===== config.mk =====
export PLATFORM = sky130hd
export DESIGN_NAME = skv_cell
export DESIGN_NICKNAME = d
export VERILOG_FILES = /design/src/sv/skv_pkg.sv /design/src/sv/skv_cell.sv
export SDC_FILE = /design/constraint.sdc
export NUM_CORES = 1
export LEC_CHECK = 0
export ABC_AREA = 1
export BUFFER_PORTS_ARGS = -buffer_cell sky130_fd_sc_hd__buf_2
export CAP_MARGIN = 20
export CORE_AREA = 2 2 151 153
export DETAILED_ROUTE_END_ITERATION = 6
export DIE_AREA = 0 0 153 155
export PLACE_DENSITY = 0.64
export SLEW_MARGIN = 40
export SYNTH_ARGS = -nofsm -noshare
export SYNTH_HDL_FRONTEND = slang
export SYNTH_SLANG_ARGS = --single-unit

===== constraint.sdc =====
create_clock -name clk -period 1.8 [get_ports clk]
set_input_delay 0.27 -clock clk [delete_from_list [all_inputs] [get_ports clk]]
set_output_delay 0.27 -clock clk [all_outputs]
set_load 0.005 [all_outputs]

===== src/sv/skv_pkg.sv =====
// Shared types, codes and helper functions for the string key/value table.
// No dependencies; used by skv_cell, string_key_value_table and the bench.
`default_nettype none

package skv_pkg;

    localparam int TABLE_ENTRIES_DEF = 8;
    localparam int VALUE_WORDS_DEF   = 8;
    localparam int NAME_BYTES        = 15;
    localparam int NAME_W            = 120;
    localparam int WORD_W            = 64;
    // wide enough for any table size in the supported range
    localparam int IDX_MAX_W         = 8;

    localparam logic [1:0] OP_ADD    = 2'd0;
    localparam logic [1:0] OP_REMOVE = 2'd1;
    localparam logic [1:0] OP_LOOKUP = 2'd2;

    localparam logic [1:0] ST_OK        = 2'd0;
    localparam logic [1:0] ST_NOT_FOUND = 2'd1;
    localparam logic [1:0] ST_FULL      = 2'd2;

    typedef struct packed {
        logic [1:0]        opcode;
        logic [63:0]       name_lo;
        logic [55:0]       name_hi;
        logic [63:0]       value_word;
        logic [2:0]        word_index;
        logic              last_word;
    } in_item_t;

    typedef struct packed {
        logic [1:0]        status;
        logic [63:0]       data_word;
        logic [2:0]        data_index;
        logic              last;
        logic [3:0]        entry_count;
    } out_item_t;

    // search token passed down the cell chain
    typedef struct packed {
        logic                 valid;
        logic                 found;
        logic [IDX_MAX_W-1:0] idx;
    } tok_t;

    // keep bytes before the first zero byte, zero the rest
    function automatic logic [NAME_W-1:0] canon_name(input logic [63:0] lo,
                                                     input logic [55:0] hi);
        logic [NAME_W-1:0] raw;
        logic [NAME_W-1:0] r;
        logic              alive;
        raw   = {hi, lo};
        r     = '0;
        alive = 1'b1;
        for (int i = 0; i < NAME_BYTES; i++)
        begin
            if (raw[i*8 +: 8] == 8'h00)
                alive = 1'b0;
            if (alive)
                r[i*8 +: 8] = raw[i*8 +: 8];
        end
        return r;
    endfunction

    // one word of the value string; returns {ended_out, word}
    function automatic logic [WORD_W:0] canon_word(input logic [WORD_W-1:0] w,
                                                   input logic ended_in,
                                                   input logic is_last);
        logic [WORD_W-1:0] v;
        logic              ended;
        v     = w;
        ended = ended_in;
        if (is_last)
            v[63:56] = 8'h00;
        for (int i = 0; i < 8; i++)
        begin
            if (ended)
                v[i*8 +: 8] = 8'h00;
            else if (v[i*8 +: 8] == 8'h00)
                ended = 1'b1;
        end
        return {ended, v};
    endfunction

endpackage

`default_nettype wire


===== src/sv/skv_cell.sv =====
// One table slot: holds an entry name, compares it to the search key and
// passes the search token to the next cell. Depends on skv_pkg.
`default_nettype none

module skv_cell #(
    parameter int CELL_IDX = 0
) (
    input  logic                        clk,
    input  logic                        rst_n,
    input  logic [skv_pkg::NAME_W-1:0]  key,
    input  logic                        live,
    input  logic                        wr_en,
    input  logic [skv_pkg::NAME_W-1:0]  wr_name,
    input  skv_pkg::tok_t               tok_in,
    output skv_pkg::tok_t               tok_out,
    output logic [skv_pkg::NAME_W-1:0]  name
);
    import skv_pkg::*;

    logic [NAME_W-1:0] name_reg;
    tok_t              tok_reg;
    logic              match;

    assign match   = live && (name_reg == key);
    assign tok_out = tok_reg;
    assign name    = name_reg;

    always_ff @(posedge clk or negedge rst_n)
    begin
        if (!rst_n)
        begin
            tok_reg <= '0;
        end
        else
        begin
            tok_reg.valid <= tok_in.valid;
            tok_reg.found <= tok_in.found | match;
            // first hit wins
            tok_reg.idx   <= tok_in.found ? tok_in.idx : IDX_MAX_W'(CELL_IDX);
        end
    end

    always_ff @(posedge clk)
    begin
        if (wr_en)
            name_reg <= wr_name;
    end

endmodule

`default_nettype wire


==> flow_summary.toml, run 1 <==
[outcome]
status = "finished clean"

[synthesis]
netlist_area_before_placement_sq_um = 6090
synth_enable_flop_cells = 120
flip_flop_cell_with_the_highest_count_after_synthesis = "edfxtp_1"
mappedNetlistNets = 896
synth_area_leaders = "edfxtp_1, nand2_1, inv_1, xnor2_1, dfrtp_1"
synth_top_area_share_pct = 59.2
yosysUniqueCellTypes = 15
synth_top_cells_by_count = "nand2_1, inv_1, edfxtp_1, xnor2_1, nor2_1"
synthesis.yosys.warnings = 0
synth_most_common_cell = "nand2_1"
synth-seq-area-share_pct = 63.3
synth_area_leader_cell = "edfxtp_1"
synth_cells = 642
synth_seq_cells = 130
async_flop_share_pct = 7.69
synthesis.area_per_instance_sq_um = 9.48

[routing]
drt_pass1_iterations = 4
dr_total_vias = 5430
routed_wire_per_std_cell_um = 14.3
drtIter0Drc = 265
route.detailed.vias_per_inst = 4.03
remaining_drc_errors = 0
postRouteAntennaNets = 0
route.final.wire_length_mm = 19.3

[power_and_ir_drop]
total_power_draw_mw = 8.38
internal-power_mw = 6.33
power.density_cell_area_nw_per_um2 = 927
cellLeakagePower_nw = 4.76
pwr-share-seq_pct = 44.6
power.combinational.fraction_pct = 13.4
sw_frac_of_total_pct = 24.5
p_clk_share_pct = 42.0
ir_worst_vdd_mv = 0.544
switching_power_mw = 2.05

[sta]
setup_violations = 0
finalSetupTns_ns = 0
final_layout_worst_hold_slack_ns = 0.0320
timing.slew.headroom_pct = 76.8
final-hold-violation-count = 0
layout_worst_path_cycle_share_pct = 84.8
report.final.slew_viol_count = 0
grt_setup_unrepaired = "false"
fin_skew_ns = 0.00979
clock.fmax_mhz = 655
finalWorstPathRequiredPeriod_ns = 1.53
tightest_slew_ns = 0.346
worst_slack_ns = 0.273

[cts]
clk_root_buffer_cell = "clkbuf_16"
numClockSinks = 130
cts-buffers-inserted = 17
clkLatencyLatePin_ns = 0.41
htreeDepth = 4
cts_hold_buf = 2
cts.repair_timing.setup_buffer_count = 0
clockBufferDepth = 2
clkSlewWorstSetupHoldPaths_ns = 0.07
tritoncts = "done"
cts_resized = 0

[placement]
detailedPlacementHpwl_mm = 16.2
gp_congestion = 0.845
place_worst_setup_slack_ns = 0.176
portBuffers = 383
detailed_place.area_sq_um = 8410

[final_layout]
num-nets-final = 1303
fraction_of_final_layout_cells_with_drive_strength_greater_than_1_pct = 39.4
nFillCells = 2252
area_delta_synth_final_pct = 48.4
largest_register_ffs = 120
final_area_sq_um = 9030

[flow_run]
max-cap-violations = 0

[grt]
first_global_vias = 5406
grt_pass1_wl_mm = 28.2
overflow = 0
initial_antenna_violation_count = 1
grt_max_degree = 52
grt_util_all_layers_pct = 15.8

[floorplanning]
floorplan.die_area_sq_um = 23700
initial_core_util_pct = 27.4
die_x_um = 153
floorplan.die.height_um = 155
fp.coreArea_sq_um = 22200
io_pins = 384
num_rows = 55

[critical_path]
cp-end-kind = "register"
crit-reg2reg-capture = "tok_out[8]"
path_cells = "xnor2_1 -> nand2_1 -> nor2_1 -> nand2_1 -> nor2_1 -> nand2_1 -> nor2_1 -> nand2_1 -> nand2_1"
worst_path_dominant_cell_family = "simple AND/OR/NAND/NOR gates"
r2r_start = "name[90]"
endpoint = "tok_out[8]"
worstPathArrival_ns = 1.88
timing.critical_path.from = "name[90]"
timing.setup.critical_path_class = "reg -> reg"
critical_path_cell_count = 9
r2r_cells = 9
crit_slowest_cell = "edfxtp_1"
timing.critical_path.from_type = "register"
critPathBufInv = 0
critPathMaxFanout = 2
path_common_cell = "nand2_1"
largest_stage_delay_on_the_critical_path_ns = 0.42
reg2reg_setup_slack_ns = 0.27
worst-endpoint-required_ns = 2.15

[worst_hold_path]
hold_class = "in -> reg"
power groups by stage:
stage	logic (mW)	clock network (mW)	registers (mW)
floorplan	0.399	0	3.80
detailed placement	1.14	0	3.80
CTS	1.15	3.62	3.74
global route	1.27	3.71	3.77
global placement	1.12	0	3.79
finish	1.12	3.52	3.74
per-stage QoR:
stage	utilization (%)	instances
finish	40.6	1348
floorplan	-	642
detailed placement	37.9	1313
global placement	37.9	1313
CTS	40.6	1347
global route	40.6	1347
area by class of cell:
cell class                 count  area [sq um]  share of cell area (%)
tap                          285           357                    3.95
clock buffer                  19           433                    4.79
clock inverter                13           164                    1.81
multi-input combinational    348          1620                    17.9
inverter                     163           612                    6.77
sequential                   130          3850                    42.7
antenna                        1          2.50                  0.0277
timing repair buffer         389          1990                    22.1
worst reg2reg max path: cells and delay by family (launching register included):
kind | cells | cell delay [ns]
simple gates | 8 | 0.87
flops | 1 | 0.42
xor+xnor | 1 | 0.17
cells in the final DEF (no fill, tap or decap):
master and n:
clkbuf_16 17, xnor2_1 48, nand2_1 227, clkinvlp_4 4, dfrtp_1 10, clkinv_4 3, bufinv_16 3, nor2_1 45
diode_2 1, nand3_1 3, o21ai_0 2, nand4_1 15, nor3_1 1, clkinv_1 1, clkinv_2 1, a21boi_1 1
buf_4 3, edfxtp_1 120, buf_12 2, buf_2 382, clkbuf_1 2, inv_1 163, dlygate4sd3_1 2, o22ai_1 1
or2_2 2, xor2_1 3, inv_6 1
kinds of logic after synthesis:
group / Yosys count / share of synthesized area (%)
AO/OA/AOI/OAI: 4 / 0.391
XOR/XNOR: 51 / 7.34
buffers and inverters: 164 / 10.1
flip-flops: 130 / 63.3
AND/OR/NAND/NOR: 293 / 18.8
layer usage:
layer	GRT usage [%]	share of wire, %	vias to the layer above
met2	28.2	50	252
met5	0	0	-
li1	-	-	2754
met3	5.15	8.2	23
met1	17.4	39	2401
met4	6.57	2.7	0
worst min path at each step:
stage	startpoint	to	slack (ns)	cells after the start
6_report	wr_name[99]	name[99]	0.03	1
2_1_floorplan	rst_n	tok_out[0]	-0.03	0
4_1_cts	wr_name[96]	name[96]	0.006	1
5_1_grt	wr_name[96]	name[96]	0.0008	1
3_5_place_dp	rst_n	tok_out[1]	0.16	1
3_3_place_gp	rst_n	tok_out[1]	0.16	1
(Power assumes the default switching activity.)
==> run 2: changes to the inputs <==
--- a/config.mk
+++ b/config.mk
@@ -5,13 +5,13 @@
 export SDC_FILE = /design/constraint.sdc
 export NUM_CORES = 1
 export LEC_CHECK = 0
-export ABC_AREA = 1
+export ABC_AREA = 0
 export BUFFER_PORTS_ARGS = -buffer_cell sky130_fd_sc_hd__buf_2
 export CAP_MARGIN = 20
-export CORE_AREA = 2 2 151 153
+export CORE_AREA = 2 2 147 149
 export DETAILED_ROUTE_END_ITERATION = 6
-export DIE_AREA = 0 0 153 155
-export PLACE_DENSITY = 0.64
+export DIE_AREA = 0 0 149 151
+export PLACE_DENSITY = 0.65
 export SLEW_MARGIN = 40
 export SYNTH_ARGS = -nofsm -noshare
 export SYNTH_HDL_FRONTEND = slang
==> constraint.sdc (replaced) <==
create_clock -name clk -period 1.25 [get_ports clk]
set_input_delay 0.1875 -clock clk [delete_from_list [all_inputs] [get_ports clk]]
set_output_delay 0.1875 -clock clk [all_outputs]
set_load 0.005 [all_outputs]
==> flow_summary.toml, run 2 <==
[floorplanning]
io_pins = 384
floorplan.die.height_um = 151
num_rows = 53
fp.coreArea_sq_um = 20800
floorplan.die_area_sq_um = 22500
die_x_um = 149
initial_core_util_pct = 25.7

[grt]
grt_pass1_wl_mm = 31.4
grt_max_degree = 33
overflow = 0
grt_util_all_layers_pct = 19.0
first_global_vias = 5694
initial_antenna_violation_count = 1

[cts]
clockBufferDepth = 2
clkLatencyLatePin_ns = 0.41
clkSlewWorstSetupHoldPaths_ns = 0.06
numClockSinks = 130
htreeDepth = 4
tritoncts = "done"
clk_root_buffer_cell = "clkbuf_16"
cts-buffers-inserted = 17

[synthesis]
synth_enable_flop_cells = 120
netlist_area_before_placement_sq_um = 5360
synth_cells = 346
async_flop_share_pct = 7.69
yosysUniqueCellTypes = 26
synth_area_leader_cell = "edfxtp_1"
synthesis.yosys.warnings = 0
synthesis.area_per_instance_sq_um = 15.5
synth_seq_cells = 130
synth_top_cells_by_count = "edfxtp_1, xnor2_1, inv_1, xor2_1, nand4_1"
synth_most_common_cell = "edfxtp_1"
synth-seq-area-share_pct = 71.9
synth_area_leaders = "edfxtp_1, xnor2_1, dfrtp_1, xor2_1, inv_1"
mappedNetlistNets = 600
flip_flop_cell_with_the_highest_count_after_synthesis = "edfxtp_1"
synth_top_area_share_pct = 67.2

[critical_path]
largest_stage_delay_on_the_critical_path_ns = 0.48
reg2reg_setup_slack_ns = -0.60
worstPathArrival_ns = 2.18
timing.setup.critical_path_class = "reg -> reg"
critPathMaxFanout = 2
cp-end-kind = "register"
worst_path_dominant_cell_family = "simple AND/OR/NAND/NOR gates"
timing.critical_path.from_type = "register"
path_cells = "xor2_1 -> nor4_1 -> buf_4 -> nand4_1 -> nor3_1 -> buf_4 -> a31o_1"
critPathBufInv = 2
crit_slowest_cell = "nor4_1"
path_common_cell = "buf_4"
worst-endpoint-required_ns = 1.59

[final_layout]
fraction_of_final_layout_cells_with_drive_strength_greater_than_1_pct = 51.4
layout.cells.most_common_list = "buf_2, dlygate4sd3_1, edfxtp_1"
final_cell_count_no_fill = 1238
num-nets-final = 1202
final_core_util_pct = 50.1
largest_register_ffs = 120
final_area_sq_um = 10400
layout_commonest_cell = "buf_2"
area_delta_synth_final_pct = 94.5

[power_and_ir_drop]
power.density_cell_area_nw_per_um2 = 1210
ir_worst_vdd_mv = 0.791
cellLeakagePower_nw = 4.70
total_power_draw_mw = 12.6

[sta]
final_layout_worst_hold_slack_ns = 0.0408
setup_violations = 19
layout_worst_path_cycle_share_pct = 148
timing.slew.headroom_pct = 66.8
clock.fmax_mhz = 542
final-hold-violation-count = 0
grt_setup_unrepaired = "true"
worst_slack_ns = -0.595
tightest_slew_ns = 0.494
finalWorstPathRequiredPeriod_ns = 1.85
report.final.slew_viol_count = 0
fin_skew_ns = 0.00688

[routing]
postRouteAntennaNets = 0
dr_total_vias = 5255
routed_wire_per_std_cell_um = 18.0
drt_pass1_iterations = 4
remaining_drc_errors = 0
route.final.wire_length_mm = 22.3
route.detailed.vias_per_inst = 4.24
drtIter0Drc = 168

[placement]
portBuffers = 383
gp_congestion = 0.812
placed_cells_incl_taps = 1076
detailed_place.area_sq_um = 8200
detailedPlacementHpwl_mm = 17.1

[outcome]
status = "complete, but fails checks"
failed_checks = "setup timing"

[worst_hold_path]
hold_class = "in -> reg"

[flow_run]
max-cap-violations = 0
-- run 2: changes by cell type in the layout (fill, tap and decap cells not counted), sizes merged, moves of 3 or more --
cell,delta
o22ai,+12
a21oi,+3
dlygate4sd3,+125
and2,+8
a221oi,+11
nor2,-42
xor2,+22
o2bb2ai,+14
nor4,+13
nand2,-227
inv,-116
buf,+69
-- run 2: layout make-up --
| cell class | instances | area, sq um |
|---|---|---|
| inverters | 46 | 173 |
| fillers | 1847 | 10400 |
| well taps | 275 | 344 |
| multi-input cells | 170 | 1360 |
| clock inverters | 13 | 135 |
| diodes | 2 | 5.00 |
| clock buffers | 19 | 443 |
| flip-flops and latches | 130 | 3850 |
| repair buffers | 583 | 4110 |
-- run 2: through the flow --
step           worst slack (ns)  setup TNS (ns)
3_5_place_dp             -0.749          -0.749
4_1_cts                  -0.597           -1.67
5_1_grt                  -0.693           -2.66
3_3_place_gp             -0.666          -0.666
6_report                 -0.595          -0.915
2_1_floorplan            -0.309          -0.309
-- run 2: logic make-up (layout without fill, tap and decap cells) --
family,count (synthesis),after routing,share of synthesized area (%)
other,0,2,0
DFF,130,130,71.9
AOI/OAI and AO/OA,49,49,7.59
and+or+nand+nor,48,48,5.35
buffers and inverters,46,661,3.22
xor gates and xnor gates,73,73,11.9
-- run 2: metal layers --
| layer | wire (um) | global-route usage [%] |
|---|---|---|
| met1 | 8710 | 21.1 |
| met2 | 11700 | 35.2 |
| met3 | 1430 | 4.97 |
| met4 | 466 | 6.33 |
| met5 | 0 | 0 |
-- run 2: path summary, 6_finish.rpt --
path	start	to	cells after the start
worst max-delay path	name[5]	tok_out[8]	7
min in group asynchronous	rst_n	tok_out[7]	2
max in group asynchronous	rst_n	tok_out[4]	2
worst max register to register	name[5]	tok_out[8]	7
worst min-delay path	tok_in[0]	tok_out[0]	2
worst min register to register	name[49]	tok_out[8]	4
-- run 2: timing repair --
action                                 CTS  global route
setup endpoints to repair               35            38
cloned                                   0             0
pin swaps                                1             1
hold buffers                           127             0
setup buffers                           17             9
gates resized for setup                 62            16
endpoints found under the hold margin  136             0
-- run 2: power by group --
group          total (mW)  switching, mW  leakage, nW  internal (mW)
sequential           5.38          0.235         1.30           5.14
clock                4.95           1.96        0.283           2.99
combinational        2.23          0.874         3.12           1.36
==> run 3: changes to the inputs <==
--- a/config.mk
+++ b/config.mk
@@ -12,6 +12,7 @@
 export DETAILED_ROUTE_END_ITERATION = 6
 export DIE_AREA = 0 0 149 151
 export PLACE_DENSITY = 0.65
+export REMOVE_ABC_BUFFERS = 1
 export SLEW_MARGIN = 40
 export SYNTH_ARGS = -nofsm -noshare
 export SYNTH_HDL_FRONTEND = slang
==> flow_summary.toml, run 3 (synthesis results as in run 2) <==
[final_layout]
layout_commonest_cell = "buf_2"
nFillCells = 1775
final_cell_count_no_fill = 1265
fraction_of_final_layout_cells_with_drive_strength_greater_than_1_pct = 52.5
final_area_sq_um = 10800
final_core_util_pct = 51.9
largest_register_ffs = 120
num-nets-final = 1230
layout.cells.most_common_list = "buf_2, dlygate4sd3_1, edfxtp_1"
area_delta_synth_final_pct = 102

[routing]
drtIter0Drc = 228
postRouteAntennaNets = 0
dr_total_vias = 5432
route.final.wire_length_mm = 22.7
route.detailed.vias_per_inst = 4.29
drt_pass1_iterations = 4
remaining_drc_errors = 0
routed_wire_per_std_cell_um = 17.9

[cts]
tritoncts = "done"
clkSlewWorstSetupHoldPaths_ns = 0.06
clk_root_buffer_cell = "clkbuf_16"
clkLatencyLatePin_ns = 0.41
cts-buffers-inserted = 17
numClockSinks = 130
htreeDepth = 4
clockBufferDepth = 2

[worst_hold_path]
worstHoldStart = "wr_en"
hold_class = "in -> reg"
end_of_the_worst_hold_path = "name[114]"
worstHoldPathCells = 1

[critical_path]
path_common_cell = "nand4_1"
largest_stage_delay_on_the_critical_path_ns = 0.40
critPathMaxFanout = 2
path_cells = "xnor2_1 -> nand4_1 -> nor4_4 -> buf_4 -> nand4_1 -> nor3_2 -> a31o_1"
worst-endpoint-required_ns = 1.59
crit-reg2reg-capture = "tok_out[8]"
r2r_cells = 7
timing.critical_path.from_type = "register"
worstPathArrival_ns = 2.18
r2r_start = "name[63]"
crit_slowest_cell = "edfxtp_1"
critPathBufInv = 1
timing.setup.critical_path_class = "reg -> reg"
reg2reg_setup_slack_ns = -0.59
worst_path_dominant_cell_family = "simple AND/OR/NAND/NOR gates"
cp-end-kind = "register"

[floorplanning]
floorplan.die_area_sq_um = 22500
io_pins = 384
floorplan.die.height_um = 151
fp.coreArea_sq_um = 20800
initial_core_util_pct = 25.7
num_rows = 53
die_x_um = 149

[grt]
grt_max_degree = 58
grt_pass1_wl_mm = 31.6
grt_util_all_layers_pct = 19.2
first_global_vias = 5829
initial_antenna_violation_count = 0
overflow = 0

[placement]
detailed_place.area_sq_um = 8370
gp_congestion = 0.788
portBuffers = 383
detailedPlacementHpwl_mm = 16.6
placed_cells_incl_taps = 1100
place_worst_setup_slack_ns = -0.742

[sta]
final_layout_worst_hold_slack_ns = 0.0486
finalWorstPathRequiredPeriod_ns = 1.84
worst_slack_ns = -0.592
final-hold-violation-count = 0
clock.fmax_mhz = 543
setup_violations = 36
fin_skew_ns = 0.00629
layout_worst_path_cycle_share_pct = 147
report.final.slew_viol_count = 0
finalSetupTns_ns = -1.24
timing.slew.headroom_pct = 73.9
grt_setup_unrepaired = "true"
tightest_slew_ns = 0.387

[flow_run]
max-cap-violations = 0

[outcome]
failed_checks = "setup timing"
status = "complete, but fails checks"

[power_and_ir_drop]
total_power_draw_mw = 13.2
power.density_cell_area_nw_per_um2 = 1220
ir_worst_vdd_mv = 0.812
cellLeakagePower_nw = 4.90
run 3: how the worst max path moves through the flow:
stage,from,endpoint,slack [ns],cells past startpoint
final,name[63],tok_out[8],-0.59,7
after global routing,name[9],tok_out[8],-0.76,7
after CTS,name[102],tok_out[8],-0.60,7
after detailed placement,name[0],tok_out[8],-0.74,6
after global placement,name[63],tok_out[8],-0.74,7
after floorplan,name[0],tok_out[8],-0.49,6
run 3: what timing repair did:
action | 4_1_cts | 5_1_grt
buffers inserted | 20 | 17
pin swaps | 6 | 1
endpoints found under the setup margin | 47 | 50
hold buffers | 130 | 0
resized for setup | 84 | 24
hold endpoints to repair | 139 | 0
run 3: area by class of cell:
cell class	instances	area (sq um)	share of cell area, %
repair buffers	611	4430	41.0
flip-flops and latches	130	3850	35.7
multi-input cells	170	1370	12.6
clock buffers	21	460	4.26
well taps	275	344	3.18
clock inverters	11	176	1.63
inverters	46	173	1.60
diodes	1	2.50	0.0232
run 3: where the power goes:
| group | internal (mW) | switching, mW | leakage (nW) | total [mW] |
|---|---|---|---|---|
| combinational | 1.48 | 0.907 | 3.29 | 2.39 |
| sequential | 5.14 | 0.243 | 1.30 | 5.39 |
| clock | 3.47 | 1.94 | 0.308 | 5.41 |
run 3: routing by layer:
metal	GRT usage, %	part of all wire, %	vias to the layer above
met2	35.2	53	257
met3	5.24	6.4	34
li1	-	-	2570
met4	5.90	2.0	0
met5	0	0	-
met1	21.7	39	2571
